<file path="config.mk">
export PLATFORM = sky130hd
export DESIGN_NAME = bounded_entry_deque_top_flat
export DESIGN_NICKNAME = d
export VERILOG_FILES = /design/src/rtl/core/bed_pkg.sv /design/src/rtl/core/bed_if.sv /design/src/rtl/core/bounded_entry_deque_top.sv /design/src/flat_wrapper.sv
export SDC_FILE = /design/constraint.sdc
export NUM_CORES = 2
export LEC_CHECK = 0
export CORE_ASPECT_RATIO = 2
export CORE_MARGIN = 10
export CORE_UTILIZATION = 43
export CTS_CLUSTER_DIAMETER = 200
export DETAILED_ROUTE_END_ITERATION = 8
export DONT_BUFFER_PORTS = 1
export RECOVER_POWER = 100
export SLEW_MARGIN = 20
export SYNTH_ARGS = -nofsm -noshare
export SYNTH_HDL_FRONTEND = slang
export SYNTH_SLANG_ARGS = --single-unit
</file>
<file path="constraint.sdc">
create_clock -name i_clk -period 12.5 [get_ports i_clk]
set_input_delay 1.25 -clock i_clk [delete_from_list [all_inputs] [get_ports i_clk]]
set_output_delay 1.25 -clock i_clk [all_outputs]
set_load 0.1 [all_outputs]
</file>
<file path="src/rtl/core/bed_pkg.sv">
// Package for the bounded entry deque: entry and result types, command and
// status codes, default capacity. No dependencies.
package bed_pkg;

    localparam int DEF_CAPACITY = 16;
    localparam int COUNT_W      = 5;

    typedef enum logic [1:0] {
        CMD_POP_FRONT  = 2'd0,
        CMD_PUSH_FRONT = 2'd1,
        CMD_PUSH_BACK  = 2'd2,
        CMD_SET_TIME   = 2'd3
    } t_cmd;

    typedef enum logic [1:0] {
        ST_DONE    = 2'd0,
        ST_EMPTY   = 2'd1,
        ST_FULL    = 2'd2,
        ST_EVICTED = 2'd3
    } t_status;

    typedef struct packed {
        logic [15:0]        kind;
        logic signed [31:0] etime;
        logic [31:0]        param_first;
        logic [31:0]        param_second;
        logic [31:0]        param_third;
    } t_entry;

    typedef struct packed {
        t_status              status;
        logic                 front_valid;
        t_entry               front;
        logic [COUNT_W-1:0]   entry_count;
    } t_result;

endpackage

</file>
<file path="src/rtl/core/bed_if.sv">
// Valid/ready channel interfaces for the deque command and response
// transactions. Depends on nothing.
interface bed_cmd_if;
    logic               valid;
    logic               ready;
    logic [1:0]         command;
    logic [15:0]        entry_kind;
    logic signed [31:0] entry_time;
    logic [31:0]        param_first;
    logic [31:0]        param_second;
    logic [31:0]        param_third;

    modport source (output valid, command, entry_kind, entry_time, param_first,
                    param_second, param_third, input ready);
    modport sink   (input valid, command, entry_kind, entry_time, param_first,
                    param_second, param_third, output ready);
endinterface

interface bed_rsp_if;
    logic               valid;
    logic               ready;
    logic [1:0]         status;
    logic               front_valid;
    logic [15:0]        front_kind;
    logic signed [31:0] front_time;
    logic [31:0]        front_param_first;
    logic [31:0]        front_param_second;
    logic [31:0]        front_param_third;
    logic [4:0]         entry_count;

    modport source (output valid, status, front_valid, front_kind, front_time,
                    front_param_first, front_param_second, front_param_third,
                    entry_count, input ready);
    modport sink   (input valid, status, front_valid, front_kind, front_time,
                    front_param_first, front_param_second, front_param_third,
                    entry_count, output ready);
endinterface

</file>
<file path="src/rtl/core/bounded_entry_deque_top.sv">
// Bounded entry deque top level: ring buffer with head pointer and count.
// Throughput: one command per cycle unless a held response stalls it; front
// and next-entry registers plus one registered memory read per cycle keep
// every operation single-pass. The result is registered on command accept.
// Reset: synchronous active-low, clears head, count and response valid.
// Depends on bed_pkg and bed_if.
module bounded_entry_deque_top
    import bed_pkg::*;
#(
    parameter int CAPACITY = DEF_CAPACITY
) (
    input  logic      i_clk,
    input  logic      i_rst_n,
    bed_cmd_if.sink   i_cmd_ch,
    bed_rsp_if.source o_rsp_ch
);

    localparam int IW = $clog2(CAPACITY);
    localparam int CW = $clog2(CAPACITY + 1);
    localparam int SW = IW + 1;

    t_entry          r_mem [CAPACITY];
    logic [IW-1:0]   r_head;
    logic [CW-1:0]   r_count;
    logic            r_out_valid;
    t_entry          r_front;
    t_entry          r_next;
    t_result         r_out;

    logic [IW-1:0]   n_head;
    logic [CW-1:0]   n_count;
    t_entry          n_front;
    t_status         status;
    t_cmd            cmd;
    t_entry          in_entry;
    logic            accept;
    logic            full;
    logic            empty;
    logic [IW-1:0]   head_inc;
    logic [IW-1:0]   head_inc2;
    logic [IW-1:0]   head_dec;
    logic [SW-1:0]   tail_sum;
    logic [IW-1:0]   tail;
    logic            wr_en;
    logic [IW-1:0]   wr_addr;
    t_entry          wr_data;
    logic [IW-1:0]   rd_addr;
    logic            next_from_mem;
    t_entry          next_hold;

    assign accept = i_cmd_ch.valid && i_cmd_ch.ready;
    assign i_cmd_ch.ready = !r_out_valid || o_rsp_ch.ready;
    assign cmd = t_cmd'(i_cmd_ch.command);

    assign in_entry.kind         = i_cmd_ch.entry_kind;
    assign in_entry.etime        = i_cmd_ch.entry_time;
    assign in_entry.param_first  = i_cmd_ch.param_first;
    assign in_entry.param_second = i_cmd_ch.param_second;
    assign in_entry.param_third  = i_cmd_ch.param_third;

    assign full  = (r_count == CW'(CAPACITY));
    assign empty = (r_count == '0);

    assign head_inc  = (r_head == IW'(CAPACITY - 1)) ? '0 : r_head + 1'b1;
    assign head_inc2 = (head_inc == IW'(CAPACITY - 1)) ? '0 : head_inc + 1'b1;
    assign head_dec  = (r_head == '0) ? IW'(CAPACITY - 1) : r_head - 1'b1;
    assign tail_sum  = SW'(r_head) + SW'(r_count);
    assign tail      = (tail_sum >= SW'(CAPACITY)) ? IW'(tail_sum - SW'(CAPACITY))
                                                   : IW'(tail_sum);

    always_comb begin
        n_head        = r_head;
        n_count       = r_count;
        n_front       = r_front;
        status        = ST_DONE;
        wr_en         = 1'b0;
        wr_addr       = r_head;
        wr_data       = in_entry;
        rd_addr       = head_inc;
        next_from_mem = 1'b1;
        next_hold     = r_next;
        case (cmd)
            CMD_POP_FRONT: begin
                if (empty) begin
                    status = ST_EMPTY;
                end else begin
                    n_head  = head_inc;
                    n_count = r_count - 1'b1;
                    n_front = r_next;
                    rd_addr = head_inc2;
                end
            end
            CMD_PUSH_FRONT: begin
                n_head        = head_dec;
                wr_en         = 1'b1;
                wr_addr       = head_dec;
                n_front       = in_entry;
                next_from_mem = 1'b0;
                next_hold     = r_front;
                if (full) begin
                    status = ST_EVICTED;
                end else begin
                    n_count = r_count + 1'b1;
                end
            end
            CMD_PUSH_BACK: begin
                if (full) begin
                    status = ST_FULL;
                end else begin
                    wr_en   = 1'b1;
                    wr_addr = tail;
                    n_count = r_count + 1'b1;
                    if (empty) begin
                        n_front = in_entry;
                    end
                end
            end
            CMD_SET_TIME: begin
                next_from_mem = 1'b0;
                if (empty) begin
                    status = ST_EMPTY;
                end else begin
                    wr_en         = 1'b1;
                    wr_data       = r_front;
                    wr_data.etime = in_entry.etime;
                    n_front.etime = in_entry.etime;
                end
            end
            default: begin
                status = ST_DONE;
            end
        endcase
    end

    always_ff @(posedge i_clk) begin
        if (!i_rst_n) begin
            r_head      <= '0;
            r_count     <= '0;
            r_out_valid <= 1'b0;
        end else begin
            if (accept) begin
                r_out_valid <= 1'b1;
                r_head      <= n_head;
                r_count     <= n_count;
            end else if (o_rsp_ch.ready) begin
                r_out_valid <= 1'b0;
            end
        end
    end

    // next register tracks the slot after the head, bypassing same-cycle writes
    always_ff @(posedge i_clk) begin
        if (accept) begin
            if (wr_en) begin
                r_mem[wr_addr] <= wr_data;
            end
            r_front <= n_front;
            if (next_from_mem) begin
                r_next <= (wr_en && wr_addr == rd_addr) ? wr_data : r_mem[rd_addr];
            end else begin
                r_next <= next_hold;
            end
            r_out.status      <= status;
            r_out.front_valid <= (n_count != '0);
            r_out.front       <= (n_count != '0) ? n_front : '0;
            r_out.entry_count <= COUNT_W'(n_count);
        end
    end

    assign o_rsp_ch.valid              = r_out_valid;
    assign o_rsp_ch.status             = r_out.status;
    assign o_rsp_ch.front_valid        = r_out.front_valid;
    assign o_rsp_ch.front_kind         = r_out.front.kind;
    assign o_rsp_ch.front_time         = r_out.front.etime;
    assign o_rsp_ch.front_param_first  = r_out.front.param_first;
    assign o_rsp_ch.front_param_second = r_out.front.param_second;
    assign o_rsp_ch.front_param_third  = r_out.front.param_third;
    assign o_rsp_ch.entry_count        = r_out.entry_count;

    a_count_bound: assert property (@(posedge i_clk) disable iff (!i_rst_n)
        r_count <= CW'(CAPACITY))
        else $error("entry count above capacity");

    a_head_bound: assert property (@(posedge i_clk) disable iff (!i_rst_n)
        r_head <= IW'(CAPACITY - 1))
        else $error("head index out of ring");

    a_front_valid: assert property (@(posedge i_clk) disable iff (!i_rst_n)
        r_out_valid |-> (r_out.front_valid == (r_count != '0)))
        else $error("front_valid disagrees with count");

    a_push_back_full: assert property (@(posedge i_clk) disable iff (!i_rst_n)
        (accept && cmd == CMD_PUSH_BACK && full)
        |=> (r_out.status == ST_FULL && $stable(r_count) && $stable(r_head)))
        else $error("push back on full queue changed state");

    a_pop_empty: assert property (@(posedge i_clk) disable iff (!i_rst_n)
        (accept && cmd == CMD_POP_FRONT && empty)
        |=> (r_out.status == ST_EMPTY && r_count == '0))
        else $error("pop on empty queue misreported");

endmodule

</file>
<file path="src/flat_wrapper.sv">
// flat-port wrapper written by rule: the top's interface ports become plain ports
module bounded_entry_deque_top_flat import bed_pkg::*;
#(
    parameter int CAPACITY = DEF_CAPACITY
)
  (i_clk, i_rst_n, i_cmd_ch_valid, i_cmd_ch_command, i_cmd_ch_entry_kind, i_cmd_ch_entry_time, i_cmd_ch_param_first, i_cmd_ch_param_second, i_cmd_ch_param_third, i_cmd_ch_ready, o_rsp_ch_valid, o_rsp_ch_status, o_rsp_ch_front_valid, o_rsp_ch_front_kind, o_rsp_ch_front_time, o_rsp_ch_front_param_first, o_rsp_ch_front_param_second, o_rsp_ch_front_param_third, o_rsp_ch_entry_count, o_rsp_ch_ready);
  bed_cmd_if i_cmd_ch_i ();
  bed_rsp_if o_rsp_ch_i ();
  input  logic i_clk;
  input  logic i_rst_n;
  input wire logic [$bits(i_cmd_ch_i.valid)-1:0] i_cmd_ch_valid;
  input wire logic [$bits(i_cmd_ch_i.command)-1:0] i_cmd_ch_command;
  input wire logic [$bits(i_cmd_ch_i.entry_kind)-1:0] i_cmd_ch_entry_kind;
  input wire logic [$bits(i_cmd_ch_i.entry_time)-1:0] i_cmd_ch_entry_time;
  input wire logic [$bits(i_cmd_ch_i.param_first)-1:0] i_cmd_ch_param_first;
  input wire logic [$bits(i_cmd_ch_i.param_second)-1:0] i_cmd_ch_param_second;
  input wire logic [$bits(i_cmd_ch_i.param_third)-1:0] i_cmd_ch_param_third;
  output wire logic [$bits(i_cmd_ch_i.ready)-1:0] i_cmd_ch_ready;
  output wire logic [$bits(o_rsp_ch_i.valid)-1:0] o_rsp_ch_valid;
  output wire logic [$bits(o_rsp_ch_i.status)-1:0] o_rsp_ch_status;
  output wire logic [$bits(o_rsp_ch_i.front_valid)-1:0] o_rsp_ch_front_valid;
  output wire logic [$bits(o_rsp_ch_i.front_kind)-1:0] o_rsp_ch_front_kind;
  output wire logic [$bits(o_rsp_ch_i.front_time)-1:0] o_rsp_ch_front_time;
  output wire logic [$bits(o_rsp_ch_i.front_param_first)-1:0] o_rsp_ch_front_param_first;
  output wire logic [$bits(o_rsp_ch_i.front_param_second)-1:0] o_rsp_ch_front_param_second;
  output wire logic [$bits(o_rsp_ch_i.front_param_third)-1:0] o_rsp_ch_front_param_third;
  output wire logic [$bits(o_rsp_ch_i.entry_count)-1:0] o_rsp_ch_entry_count;
  input wire logic [$bits(o_rsp_ch_i.ready)-1:0] o_rsp_ch_ready;
  assign i_cmd_ch_i.valid = i_cmd_ch_valid;
  assign i_cmd_ch_i.command = i_cmd_ch_command;
  assign i_cmd_ch_i.entry_kind = i_cmd_ch_entry_kind;
  assign i_cmd_ch_i.entry_time = i_cmd_ch_entry_time;
  assign i_cmd_ch_i.param_first = i_cmd_ch_param_first;
  assign i_cmd_ch_i.param_second = i_cmd_ch_param_second;
  assign i_cmd_ch_i.param_third = i_cmd_ch_param_third;
  assign i_cmd_ch_ready = i_cmd_ch_i.ready;
  assign o_rsp_ch_valid = o_rsp_ch_i.valid;
  assign o_rsp_ch_status = o_rsp_ch_i.status;
  assign o_rsp_ch_front_valid = o_rsp_ch_i.front_valid;
  assign o_rsp_ch_front_kind = o_rsp_ch_i.front_kind;
  assign o_rsp_ch_front_time = o_rsp_ch_i.front_time;
  assign o_rsp_ch_front_param_first = o_rsp_ch_i.front_param_first;
  assign o_rsp_ch_front_param_second = o_rsp_ch_i.front_param_second;
  assign o_rsp_ch_front_param_third = o_rsp_ch_i.front_param_third;
  assign o_rsp_ch_entry_count = o_rsp_ch_i.entry_count;
  assign o_rsp_ch_i.ready = o_rsp_ch_ready;
  bounded_entry_deque_top #(.CAPACITY(CAPACITY)) u_core (.i_clk(i_clk), .i_rst_n(i_rst_n), .i_cmd_ch(i_cmd_ch_i), .o_rsp_ch(o_rsp_ch_i));
endmodule
</file>
==> metrics.yaml <==
status: "finished with violations"
violations: "max-capacitance violations, max-slew violations"
cts_hold_buf: 0
die_w_microns: 378
rows: 263
die_area_sq_um: 279000
syn_area_sq_um: 110000
synthFlopType: "edfxtp_1"
synth-simple-area-share_pct: 3.02
ys_seq_area_share_pct: 74.8
dpl.cell_count: 8818
cts_tree: "yes"
grt_pass1_vias: 61300
h-tree-depth: 4
critPathCaptureType: "flip-flop"
drv_slew: 1330
vias_per_cell: 6.46
firstDrtPassIters: 6
synthAdderAreaFrac_pct: 0.199
clk_latency_ns: 0.92
synth-seq-cells: 2754
clk_pin_slew_ns: 0.07
final_layout_size_suffix_gt1_share_pct: 17.1
area_growth_pct: 10.4
synth-async-reset-ratio_pct: 0
synth.area.mux_share_pct: 11.9
io_pins: 304
p_leak_nw: 37.6
layout_common_cells: "edfxtp_1 (2744), mux4_2 (506), o21ai_0 (308)"
routed_wl_microns: 321000
syn_nets: 5967
post_cts_buffers: 0
initial_core_util_pct: 43.1
nets: 5916
critPathMaxFanout: 44
synth_area_per_cell_sq_um: 19.0
hold_viol_final: 0
cts_sinks: 2754
irDropWorstVdd_mv: 0.145
setup_violations: 0
die_h_microns: 737
core_region_area_sq_um: 256000
crit_arrival_ns: 10.07
layout_commonest_cell: "edfxtp_1"
nFillCells: 21100
start_kind: "input port"
clock_path_buffers: 4
maxCapViolCount: 41
p_total_mw: 21.5
slew_headroom_pct: -204
remaining_drc_errors: 0
port-buffer-count: 0
p_per_area_nw_per_um2: 176
worst_slew_pin_slew_ns: 4.56
ys_types: 77
yosys_warnings: 0
post-route-min-period_ns: 9.47
grt-ovfl-total: 0
postSynthCellCount: 5800
synth_edf_count: 2744
ant_nets: 0
holdCritPathClass: "input port to flip-flop"
finalSetupTns_ns: 0
drt-initial-drc-count: 6895
cts_buffers: 240
root_buffer: "clkbuf_16"
grt_use_total_pct: 22.6
routedWlPerCell_microns: 34.7
via_count: 59900
crit_required_ns: 13.10
grt_max_degree: 123
synthXorXnorAreaFrac_pct: 0.0850
rsz0062_at_grt: "no"
antenna_found_initial: 41
path_class: "input port to flip-flop"
grt_pass1_wl_microns: 455000
whs_ns: 0.439
cts_repair_resize_count: 0
fin_crit_sh_pct: 75.8
synth_compound_area_share_pct: 8.10
clock_skew_ns: 0.0906
finalNonFillerCells: 9267
place.gp.congestion: 0.799
synth_top_family_by_area: "multiplexers"
dp_hpwl_microns: 171000
max_freq_mhz: 106
cell type report:
| class | count | area (sq um) | share of cell area, % |
|---|---|---|---|
| clock buffers | 280 | 6210 | 5.09 |
| well taps | 3312 | 4140 | 3.40 |
| flip-flops and latches | 2754 | 82600 | 67.7 |
| inverters | 47 | 184 | 0.151 |
| repair buffers | 142 | 1250 | 1.03 |
| multi-input cells | 2564 | 25900 | 21.3 |
| clock inverters | 148 | 1560 | 1.28 |
| diodes | 20 | 50.0 | 0.0410 |
worst max-delay path, stage by stage:
cell and delay, ns:
inv_1 0.07, ha_1 0.74, inv_1 0.43, nor2_1 0.28, clkbuf_1 2.73, a32o_1 0.43, clkbuf_1 1.51, nor2_1 0.70
buf_4 0.50, buf_4 0.53, a22o_1 0.34, nor2_1 0.26, o21ai_0 0.11
cells by family (layout without fill, tap and decap cells):
kind of cell	after synthesis	in the layout
adder cells (fa/ha/maj)	17	17
XOR/XNOR	9	9
multiplexers	664	664
other	0	20
buffers and inverters	482	617
AO/OA/AOI/OAI	1207	1207
flip-flops	2754	2754
AND/OR/NAND/NOR	667	667
per-layer routing:
layer | up-vias | track usage [%] | routed length [microns]
met5 | - | 0 | 215
met4 | 30 | 7.11 | 11200
met3 | 643 | 4.99 | 28700
met2 | 3006 | 38.6 | 161000
met1 | 32000 | 28.5 | 120000
li1 | 24200 | - | -
sequential cells by signal, summed over array words and instances (netlist names), 5 cells and up:
signal	cells
u_core.r_mem	2304
u_core.r_front	144
u_core.r_next	144
u_core.o_rsp_ch.front_param_first	32
u_core.o_rsp_ch.front_param_second	32
u_core.o_rsp_ch.front_param_third	32
u_core.o_rsp_ch.front_time	32
u_core.o_rsp_ch.front_kind	16
u_core.o_rsp_ch.entry_count	5
u_core.r_count	5
power by group:
part           switching [mW]  internal (mW)
Clock                    3.37           4.16
Combinational            1.81          0.943
Sequential              0.597           10.6
cells in the mapped netlist, drive strengths merged, types with 3 or more instances:
| library cell | count | area (sq um) |
|---|---|---|
| a211oi | 40 | 300 |
| o31ai | 3 | 22.5 |
| edfxtp | 2744 | 82400 |
| or3 | 11 | 68.8 |
| o21ai | 332 | 1660 |
| o22ai | 33 | 206 |
| nor3 | 26 | 135 |
| a221o | 6 | 60.1 |
| a222oi | 38 | 380 |
| nand2b | 5 | 31.3 |
| xnor2 | 7 | 76.3 |
| dfxtp | 10 | 200 |
| buf | 155 | 855 |
| o31a | 103 | 902 |
| nand3 | 25 | 138 |
| a32oi | 103 | 910 |
| o221ai | 19 | 166 |
| nor4 | 25 | 156 |
| a21boi | 3 | 22.5 |
| and2 | 141 | 882 |
| and4 | 4 | 35.0 |
| ha | 16 | 200 |
| a31oi | 6 | 43.8 |
| a41oi | 43 | 377 |
| a311oi | 7 | 61.3 |
| clkbuf | 280 | 1050 |
| inv | 47 | 176 |
| nor2 | 166 | 631 |
| and3 | 66 | 413 |
| nor2b | 15 | 93.8 |
| a221oi | 30 | 269 |
| mux2i | 33 | 330 |
| a2111oi | 24 | 210 |
| a21oi | 46 | 241 |
| a22o | 220 | 1930 |
| nor3b | 3 | 22.5 |
| nand2 | 169 | 634 |
| a31o | 7 | 61.3 |
| a32o | 3 | 30.0 |
| mux2 | 125 | 1410 |
| mux4 | 506 | 11400 |
| a22oi | 115 | 863 |
| a21o | 7 | 52.6 |
| o41ai | 10 | 87.6 |
path summary, 6_finish.rpt:
| path | from | to | slack [ns] | depth (start not counted) |
|---|---|---|---|---|
| hold reg to reg | u_core.r_next[100]$_DFFE_PP_ | u_core.r_front[100]$_DFFE_PP_ | 0.52 | 2 |
| setup / recovery | i_cmd_ch_command[1] | u_core.r_next[0]$_DFFE_PP_ | 3.03 | 13 |
| hold / removal | i_cmd_ch_entry_time[2] | u_core.r_mem[3][98]$_DFFE_PP_ | 0.44 | 0 |
| setup reg to reg | u_core.r_count[1]$_SDFFE_PN0P_ | u_core.r_mem[9][122]$_DFFE_PP_ | 3.13 | 10 |
stage by stage:
step                      setup slack (ns)  cell area, sq um  utilization, %
final                                 3.03            122000            47.6
after CTS                             5.80            122000            47.7
after global routing                  2.83            122000            47.6
after global placement                5.59            114000            44.7
after detailed placement              5.54            114000            44.7
after floorplan                       2.92            110000               -
No activity file was read; power rests on OpenSTA's default activity.
